--- src/pac_pkg.sv ---
`timescale 1ns / 1ps
// shared types and constants for the polygon area and centroid block
package pac_pkg;

	localparam int COORD_W   = 16;
	localparam int PROD_W    = 32;
	localparam int PAIR_W    = 17;
	localparam int CROSS_W   = 33;
	localparam int MOMP_W    = 50;
	localparam int AREA_W    = 42;
	localparam int MOM_W     = 58;
	localparam int TOL_W     = 33;
	localparam int D3_W      = 43;
	localparam int DEN_W     = 44;
	localparam int NUM_W     = 60;
	localparam int AREA_OUT_W = 32;
	localparam int DIV_STEPS = NUM_W;

	typedef enum logic [1:0] {
		ST_OK       = 2'd0,
		ST_LOW_AREA = 2'd1,
		ST_OVERFLOW = 2'd2
	} status_t;

	typedef struct packed {
		logic signed [COORD_W-1:0] vertex_x;
		logic signed [COORD_W-1:0] vertex_y;
		logic                      last_vertex;
	} vertex_t;

	typedef struct packed {
		logic [AREA_OUT_W-1:0]     area;
		logic signed [COORD_W-1:0] centroid_x;
		logic signed [COORD_W-1:0] centroid_y;
		logic [1:0]                status;
	} result_t;

	typedef struct packed {
		logic    load_first;
		logic    load_cur;
		logic    shift_prev;
		logic    use_close;
		logic    mul;
		logic    xprod;
		logic    mom;
		logic    acc;
		logic    check;
		logic    div_load;
		logic    div_sel_y;
		logic    div_step;
		logic    store_x;
		logic    store_y;
		logic    clear;
		status_t status;
	} pac_cmd_t;

	typedef struct packed {
		logic low_area;
	} pac_stat_t;

endpackage

--- src/pac_ctrl.sv ---
`timescale 1ns / 1ps
// controller: vertex counting, edge sequencing, division steps and result strobe
module pac_ctrl
	import pac_pkg::*;
#(
	parameter int MAX_VERTICES = 256
) (
	input  logic      clk,
	input  logic      arst_n,
	input  logic      start,
	input  logic      last_vertex,
	input  pac_stat_t stat,
	output logic      busy,
	output logic      done,
	output pac_cmd_t  cmd
);

	localparam int CNT_W  = $clog2(MAX_VERTICES + 2);
	localparam int ITER_W = $clog2(DIV_STEPS);

	typedef enum logic [11:0] {
		S_IDLE  = 12'b0000_0000_0001,
		S_MUL   = 12'b0000_0000_0010,
		S_CROSS = 12'b0000_0000_0100,
		S_MOM   = 12'b0000_0000_1000,
		S_ACC   = 12'b0000_0001_0000,
		S_CHECK = 12'b0000_0010_0000,
		S_LDX   = 12'b0000_0100_0000,
		S_DIVX  = 12'b0000_1000_0000,
		S_LDY   = 12'b0001_0000_0000,
		S_DIVY  = 12'b0010_0000_0000,
		S_STY   = 12'b0100_0000_0000,
		S_EMIT  = 12'b1000_0000_0000
	} state_t;

	state_t            state_q, state_d;
	logic [CNT_W-1:0]  cnt_q, cnt_d;
	logic [ITER_W-1:0] iter_q, iter_d;
	logic              last_q, last_d;
	logic              close_q, close_d;
	status_t           status_q, status_d;

	always_comb begin
		state_d    = state_q;
		cnt_d      = cnt_q;
		iter_d     = iter_q;
		last_d     = last_q;
		close_d    = close_q;
		status_d   = status_q;
		cmd        = '0;
		cmd.use_close = close_q;
		cmd.status = status_q;
		done       = 1'b0;
		case (state_q)
			S_IDLE: begin
				if (start) begin
					last_d  = last_vertex;
					close_d = 1'b0;
					if (cnt_q == CNT_W'(MAX_VERTICES)) begin
						cnt_d = CNT_W'(MAX_VERTICES + 1);
					end else if (cnt_q == '0) begin
						cmd.load_first = 1'b1;
						cnt_d = CNT_W'(1);
					end else if (cnt_q < CNT_W'(MAX_VERTICES)) begin
						cmd.load_cur = 1'b1;
						cnt_d = CNT_W'(cnt_q + 1'b1);
					end
					if (cnt_q >= CNT_W'(MAX_VERTICES)) begin
						if (last_vertex) begin
							status_d = ST_OVERFLOW;
							state_d  = S_EMIT;
						end
					end else if (cnt_q != '0) begin
						state_d = S_MUL;
					end else if (last_vertex) begin
						close_d = 1'b1;
						state_d = S_MUL;
					end
				end
			end
			S_MUL: begin
				cmd.mul = 1'b1;
				state_d = S_CROSS;
			end
			S_CROSS: begin
				cmd.xprod = 1'b1;
				state_d = S_MOM;
			end
			S_MOM: begin
				cmd.mom = 1'b1;
				state_d = S_ACC;
			end
			S_ACC: begin
				cmd.acc = 1'b1;
				if (close_q) begin
					state_d = S_CHECK;
				end else begin
					cmd.shift_prev = 1'b1;
					if (last_q) begin
						close_d = 1'b1;
						state_d = S_MUL;
					end else begin
						state_d = S_IDLE;
					end
				end
			end
			S_CHECK: begin
				cmd.check = 1'b1;
				if (stat.low_area) begin
					status_d = ST_LOW_AREA;
					state_d  = S_EMIT;
				end else begin
					status_d = ST_OK;
					state_d  = S_LDX;
				end
			end
			S_LDX: begin
				cmd.div_load = 1'b1;
				iter_d  = '0;
				state_d = S_DIVX;
			end
			S_DIVX: begin
				cmd.div_step = 1'b1;
				iter_d = ITER_W'(iter_q + 1'b1);
				if (iter_q == ITER_W'(DIV_STEPS - 1)) begin
					state_d = S_LDY;
				end
			end
			S_LDY: begin
				cmd.store_x   = 1'b1;
				cmd.div_load  = 1'b1;
				cmd.div_sel_y = 1'b1;
				iter_d  = '0;
				state_d = S_DIVY;
			end
			S_DIVY: begin
				cmd.div_step = 1'b1;
				iter_d = ITER_W'(iter_q + 1'b1);
				if (iter_q == ITER_W'(DIV_STEPS - 1)) begin
					state_d = S_STY;
				end
			end
			S_STY: begin
				cmd.store_y = 1'b1;
				state_d = S_EMIT;
			end
			S_EMIT: begin
				done      = 1'b1;
				cmd.clear = 1'b1;
				cnt_d     = '0;
				state_d   = S_IDLE;
			end
			default: begin
				state_d = S_IDLE;
			end
		endcase
	end

	always_ff @(posedge clk or negedge arst_n) begin
		if (!arst_n) begin
			state_q  <= S_IDLE;
			cnt_q    <= '0;
			iter_q   <= '0;
			last_q   <= 1'b0;
			close_q  <= 1'b0;
			status_q <= ST_OK;
		end else begin
			state_q  <= state_d;
			cnt_q    <= cnt_d;
			iter_q   <= iter_d;
			last_q   <= last_d;
			close_q  <= close_d;
			status_q <= status_d;
		end
	end

	assign busy = state_q != S_IDLE;

endmodule

--- config.mk ---
export PLATFORM = sky130hd
export DESIGN_NAME = pac_ctrl
export DESIGN_NICKNAME = d
export VERILOG_FILES = /design/src/pac_pkg.sv /design/src/pac_ctrl.sv
export SDC_FILE = /design/constraint.sdc
export NUM_CORES = 1
export LEC_CHECK = 0
export BUFFER_PORTS_ARGS = -buffer_cell sky130_fd_sc_hd__buf_4
export CORE_MARGIN = 2
export CORE_UTILIZATION = 30
export DETAILED_ROUTE_END_ITERATION = 12
export PLACE_DENSITY_LB_ADDON = 0.15
export RECOVER_POWER = 25
export SLEW_MARGIN = 20
export SYNTH_ARGS = -nofsm -noshare
export SYNTH_HDL_FRONTEND = slang
export SYNTH_SLANG_ARGS = --single-unit
--- constraint.sdc ---
create_clock -name clk -period 2.14 [get_ports clk]
set_input_delay 0 -clock clk [delete_from_list [all_inputs] [get_ports clk]]
set_output_delay 0 -clock clk [all_outputs]
set_load 0.01 [all_outputs]
==> flow_metrics.env, run 1 <==
export IMPL_finalPower_mw=2.41
export IMPL_rrSetupSlack_ns=-0.21
export IMPL_grt_pass1_vias=1611
export IMPL_drt_iter0_markers=78
export IMPL_place_congestion=0.775
export IMPL_p_per_area_mw_per_mm2=915
export IMPL_worst_pin_slew_ns=0.836
export IMPL_row_count=27
export IMPL_syn_nets=199
export IMPL_cts_buffers=5
export IMPL_cts_sinks=31
export IMPL_grt_use_total=0.160
export IMPL_ys_flop_type="dfrtp_1"
export IMPL_arrival_ns=2.38
export IMPL_grt_pass1_wl_um=7940
export IMPL_synthCells=191
export IMPL_drtAntennaViolNets=0
export IMPL_relSlewSlack=0.442
export IMPL_globalRouteOverflowTotal=0
export IMPL_failed_checks="setup timing"
export IMPL_synthesis_area_mm2=0.00176
export IMPL_critPathKind="flop to output port"
export IMPL_fin_setup_tns_ns=-2.40
export IMPL_antenna_found_initial=0
export IMPL_area_growth_pct=50.1
export IMPL_die_y_um=80.5
export IMPL_status="complete, but fails checks"
export IMPL_finalCriticalPeriod_ns=2.38
export IMPL_hold_end="close_q"
export IMPL_worst_slack_ns=-0.238
export IMPL_required_ns=2.14
export IMPL_cts_tree="built"
export IMPL_grt_max_degree=32
export IMPL_drc=0
export IMPL_wl_per_cell_um=14.7
export IMPL_drv_slew=0
export IMPL_placed_cell_area_mm2=0.00223
export IMPL_cts_root_buf="clkbuf_8"
export IMPL_fin_crit_sh=1.11
export IMPL_critPathCaptureType="output port"
export IMPL_rsz0062_at_grt="true"
export IMPL_yosysWarnings=0
export IMPL_io_buffers=23
export IMPL_wl_um=4810
export IMPL_p_leak_nw=1.24
export IMPL_synth_edf_count=0
export IMPL_ir_drop_v=0.000522
export IMPL_async_reset_ff_frac=1.00
export IMPL_clock_path_buffers=2
export IMPL_hold_violations=0
export IMPL_seq_area_frac_synth=0.442
export IMPL_first_pass_iters=4
export IMPL_avgSynthCellArea_um2=9.20
export IMPL_finClkSkew_ns=0.00696
export IMPL_fin_area_mm2=0.00264
export IMPL_via_per_inst=5.04
export IMPL_worstHoldPathType="input pin to flop"
export IMPL_start_util=0.315
export IMPL_pin_count=24
export IMPL_vias=1653
export IMPL_fp_dieW_um=80.5
export IMPL_fmax_ghz=0.420
export IMPL_worstRegToRegCells=7
export IMPL_start_kind="flop"
export IMPL_hp_start="start"
export IMPL_clk_latency_ns=0.29
export IMPL_drv_cap=0
export IMPL_holdWs_ns=0.119
export IMPL_dieArea_mm2=0.00648
export IMPL_reg2reg_from="state_q[9]"
export IMPL_clk_pin_slew_ns=0.07
export IMPL_worst_r2r_endpoint="status_q[0]"
export IMPL_worstHoldPathCells=4
export IMPL_drive_above_1_share=0.418
export IMPL_finalSetupViolations=20
export IMPL_nets=263
export IMPL_core_area_mm2=0.00557
export IMPL_synth_cell_types=49
export IMPL_ys_ff_latch=31
export IMPL_cts_max_level=2
export IMPL_dp_hpwl_um=3320
export IMPL_antenna_cells=0
export IMPL_critical_path_peak_fanout=3
==> metal layers <==
layer / vias up / GRT usage / wire (µm)
met5: - / 0 / 0
met4: 0 / 0.0508 / 60
met3: 6 / 0.0371 / 125
met2: 21 / 0.240 / 2140
met1: 809 / 0.228 / 2490
li1: 817 / - / -
==> area by class of cell <==
type	count	area [µm²]
sequential	31	777
multi-input combinational	139	1080
clock inverter	1	5.00
tap	72	90.1
clock buffer	7	86.3
inverter	10	42.5
fill	557	2940
timing repair buffer	68	553
==> registers in the layout, summed over array words and instances (netlist names) <==
register / flops
last_q: 1
state_q: 12
iter_q: 6
cnt_q: 9
close_q: 1
status_q: 2
==> report_power, final <==
group	total, mW	switching [mW]	leakage (nW)	internal (mW)
registers	0.787	0.0935	0.401	0.694
logic	1.14	0.551	0.791	0.588
clock network	0.488	0.229	0.0482	0.259
total	2.41	0.873	1.24	1.54
==> how the worst max path moves through the flow <==
| stage | startpoint | end | slack [ns] | cells past startpoint |
|---|---|---|---|---|
| after detailed placement | state_q[2] | state_q[0] | -0.08 | 6 |
| after global routing | state_q[9] | cmd[8] | -0.29 | 6 |
| final | state_q[9] | cmd[8] | -0.24 | 6 |
| after CTS | state_q[9] | cmd[8] | -0.24 | 6 |
| after floorplan | state_q[1] | state_q[11] | -0.05 | 6 |
| after global placement | state_q[2] | state_q[0] | -0.08 | 6 |
==> cell usage after synthesis (5+ instances only) <==
cell	number	share of area
a21oi_1	5	0.014
o21ai_0	13	0.037
nand2_1	18	0.038
nor4b_1	8	0.040
clkbuf_1	6	0.013
nor2_1	14	0.030
nor3_1	5	0.014
dfrtp_1	30	0.43
inv_1	9	0.019
nand3_1	11	0.031
xor2_1	5	0.025
==> metrics by stage <==
step / std cells / utilization / setup slack (ns)
after floorplan: 191 / - / -0.0472
after global placement: 306 / 0.400 / -0.0751
after detailed placement: 306 / 0.400 / -0.0776
after CTS: 322 / 0.444 / -0.242
after global routing: 328 / 0.473 / -0.293
final: 328 / 0.473 / -0.238
==> critical path, stage by stage (launching register included) <==
cell and delay (ns):
dfrtp_1 0.38, or4_4 0.56, or4_4 0.50, or3b_4 0.42
clkinv_4 0.06, buf_6 0.08, buf_6 0.08
==> cell usage in the layout (no fill, tap or decap), types with 2 or more instances in the layout <==
cell           netlist  final
dlygate4sd3_1        0      3
clkbuf_8             0      6
nor3_1               5      3
xor2_1               5      5
mux2i_1              2      2
and2_1               2      2
nor4b_4              0      3
or3_1                2      2
ha_1                 3      3
o21ai_1              1      4
a21oi_1              5      5
xnor2_1              4      4
buf_4                3     54
nor4_4               0      2
nand4_1              4      4
inv_1                9      8
o21ai_0             13      8
nor2_4               0      2
nor2b_1              3      3
nand3_1             11     10
nor3b_4              0      2
or4_4                2      6
and3_1               4      3
nand4b_1             3      3
dfrtp_1             30     30
o21ai_2              0      2
nor2_1              14     12
nor4b_1              8      5
nand2_1             18     16
buf_6                1     10
or4b_4               0      2
nand2_4              0      2
a21o_1               2      2
nor4_1               4      2
==> cells by family after synthesis <==
kind of cell,Yosys count,synth area share
compound gates,31,0.108
xor+xnor,9,0.0449
fa+ha+maj,3,0.0214
buf+inv,21,0.0570
flops,31,0.442
mux,3,0.0178
simple gates,93,0.308
==> repair_timing <==
action                                 4_1_cts  5_1_grt
setup endpoints to repair                   22       29
setup buffers                                5        7
endpoints found under the hold margin       34        0
pin swaps                                    7       12
cloned                                       0        0
hold buffers                                 3        0
resized for setup                           21       25
No activity file was read; power rests on OpenSTA's default activity.
==> inputs of run 2 (changes only) <==
==> constraint.sdc (replaced) <==
create_clock -name clk -period 2.5 [get_ports clk]
set_input_delay 0.125 -clock clk [delete_from_list [all_inputs] [get_ports clk]]
set_output_delay 0.125 -clock clk [all_outputs]
set_load 0.01 [all_outputs]
==> flow_metrics.env, run 2 (synthesis gave the netlist of run 1 again) <==
export IMPL_grt_pass1_vias=1387
export IMPL_fmax_ghz=0.399
export IMPL_start_kind="flop"
export IMPL_via_per_inst=5.02
export IMPL_arrival_ns=2.38
export IMPL_worst_pin_slew_ns=1.72
export IMPL_rsz0062_at_grt="true"
export IMPL_holdWs_ns=0.115
export IMPL_clk_pin_slew_ns=0.07
export IMPL_p_leak_nw=1.08
export IMPL_io_buffers=23
export IMPL_drv_cap=1
export IMPL_ir_drop_v=0.000430
export IMPL_grt_busiest_layer="met1"
export IMPL_fp_dieW_um=80.5
export IMPL_gr_usage_met2=0.207
export IMPL_grt_pass1_wl_um=7180
export IMPL_required_ns=2.38
export IMPL_reg2reg_from="state_q[1]"
export IMPL_use_met1=0.218
export IMPL_fin_crit_sh=1.00
export IMPL_met3_usage=0.0382
export IMPL_place_congestion=0.829
export IMPL_antenna_found_initial=0
export IMPL_cts_tree="built"
export IMPL_die_y_um=80.5
export IMPL_antenna_cells=0
export IMPL_dp_hpwl_um=3180
export IMPL_fill_cells=581
export IMPL_start_util=0.315
export IMPL_cts_buffers=5
export IMPL_finClkSkew_ns=0.00572
export IMPL_vias=1521
export IMPL_drive_above_1_share=0.281
export IMPL_rrSetupSlack_ns=0.12
export IMPL_area_growth_pct=28.8
export IMPL_final_cell_mix="buf_4 (39), dfrtp_1 (30), nand2_1 (18)"
export IMPL_drtAntennaViolNets=0
export IMPL_worst_r2r_endpoint="state_q[11]"
export IMPL_hold_violations=0
export IMPL_relSlewSlack=-0.144
export IMPL_drc=0
export IMPL_wl_per_cell_um=14.4
export IMPL_drt_iter0_markers=111
export IMPL_p_per_area_mw_per_mm2=827
export IMPL_globalRouteOverflowTotal=0
export IMPL_nets=238
export IMPL_worstRegToRegCells=7
export IMPL_status="complete, but fails checks"
export IMPL_hp_start="last_vertex"
export IMPL_worstHoldPathCells=2
export IMPL_drv_slew=32
export IMPL_grt_use_total=0.148
export IMPL_finalPower_mw=1.87
export IMPL_largest_register="state_q"
export IMPL_cts_root_buf="clkbuf_8"
export IMPL_wl_um=4370
export IMPL_largest_register_ffs=12
export IMPL_clock_path_buffers=2
export IMPL_pin_count=24
export IMPL_cts_sinks=31
export IMPL_largestRegisters="state_q: 12 flops, cnt_q: 9 flops, iter_q: 6 flops"
export IMPL_finalSetupViolations=1
export IMPL_clk_latency_ns=0.28
export IMPL_dieArea_mm2=0.00648
export IMPL_critPathCaptureType="output port"
export IMPL_failed_checks="capacitance limit, slew limit, setup timing"
export IMPL_grt_max_degree=32
export IMPL_final_util=0.406
export IMPL_worstHoldPathType="input pin to flop"
export IMPL_critical_path_peak_fanout=5
export IMPL_dp_slack_ns=0.161
export IMPL_first_pass_iters=4
export IMPL_core_area_mm2=0.00557
export IMPL_critPathKind="flop to output port"
export IMPL_row_count=27
export IMPL_cts_max_level=2
export IMPL_hold_end="last_q"
export IMPL_worst_slack_ns=-0.00334
export IMPL_final_common_cell="buf_4"
export IMPL_finalCriticalPeriod_ns=2.50
-- run 2: how the worst max path moves through the flow --
stage               slack (ns)  startpoint   endpoint
floorplan                 0.04  state_q[7]     cmd[7]
global placement          0.19  state_q[9]  iter_q[2]
detailed placement        0.16  state_q[9]  iter_q[3]
CTS                      -0.02  state_q[8]     cmd[8]
global route             -0.07  state_q[1]     cmd[8]
finish                  -0.003  state_q[1]     cmd[8]
-- run 2: final cells by class --
type                            count  area (µm²)  share of cell area
Inverter                           10        42.5              0.0188
Clock inverter                      2        35.0              0.0155
Sequential cell                    31         777               0.343
Timing Repair Buffer               43         328               0.145
Clock buffer                        6        82.6              0.0365
Multi-Input combinational cell    139         907               0.401
Tap cell                           72        90.1              0.0398
-- run 2: what timing repair did --
action	4_1_cts	5_1_grt
pin swaps	3	4
hold endpoints to repair	31	0
setup endpoints to repair	5	7
resized for setup	6	2
buffers inserted	3	2
hold buffers	2	0
-- run 2: power breakdown --
| group | total (mW) | internal [mW] | switching, mW | leakage (nW) |
|---|---|---|---|---|
| clock network | 0.520 | 0.322 | 0.198 | 0.0612 |
| logic | 0.674 | 0.324 | 0.349 | 0.613 |
| registers | 0.677 | 0.594 | 0.0830 | 0.401 |
| total | 1.87 | 1.24 | 0.630 | 1.08 |
-- run 2: worst max-delay path: stages, from the launching register on --
cell and delay (ns):
dfrtp_1 0.38, or4_4 0.57, or4_4 0.58, or3b_4 0.41, clkinv_4 0.06, buf_6 0.09
-- run 2: metrics by stage --
step           instances  area (µm²)  setup TNS [ns]
3_5_place_dp         288        2060               0
4_1_cts              301        2240         -0.0169
2_1_floorplan        191        1760               0
3_3_place_gp         288        2060               0
6_report             303        2260        -0.00334
5_1_grt              303        2260          -0.197
-- run 2: per-layer routing --
| metal | up-vias | wire length [µm] |
|---|---|---|
| li1 | 763 | - |
| met1 | 729 | 2270 |
| met2 | 24 | 1880 |
| met3 | 5 | 168 |
| met4 | 0 | 52 |
| met5 | - | 0 |
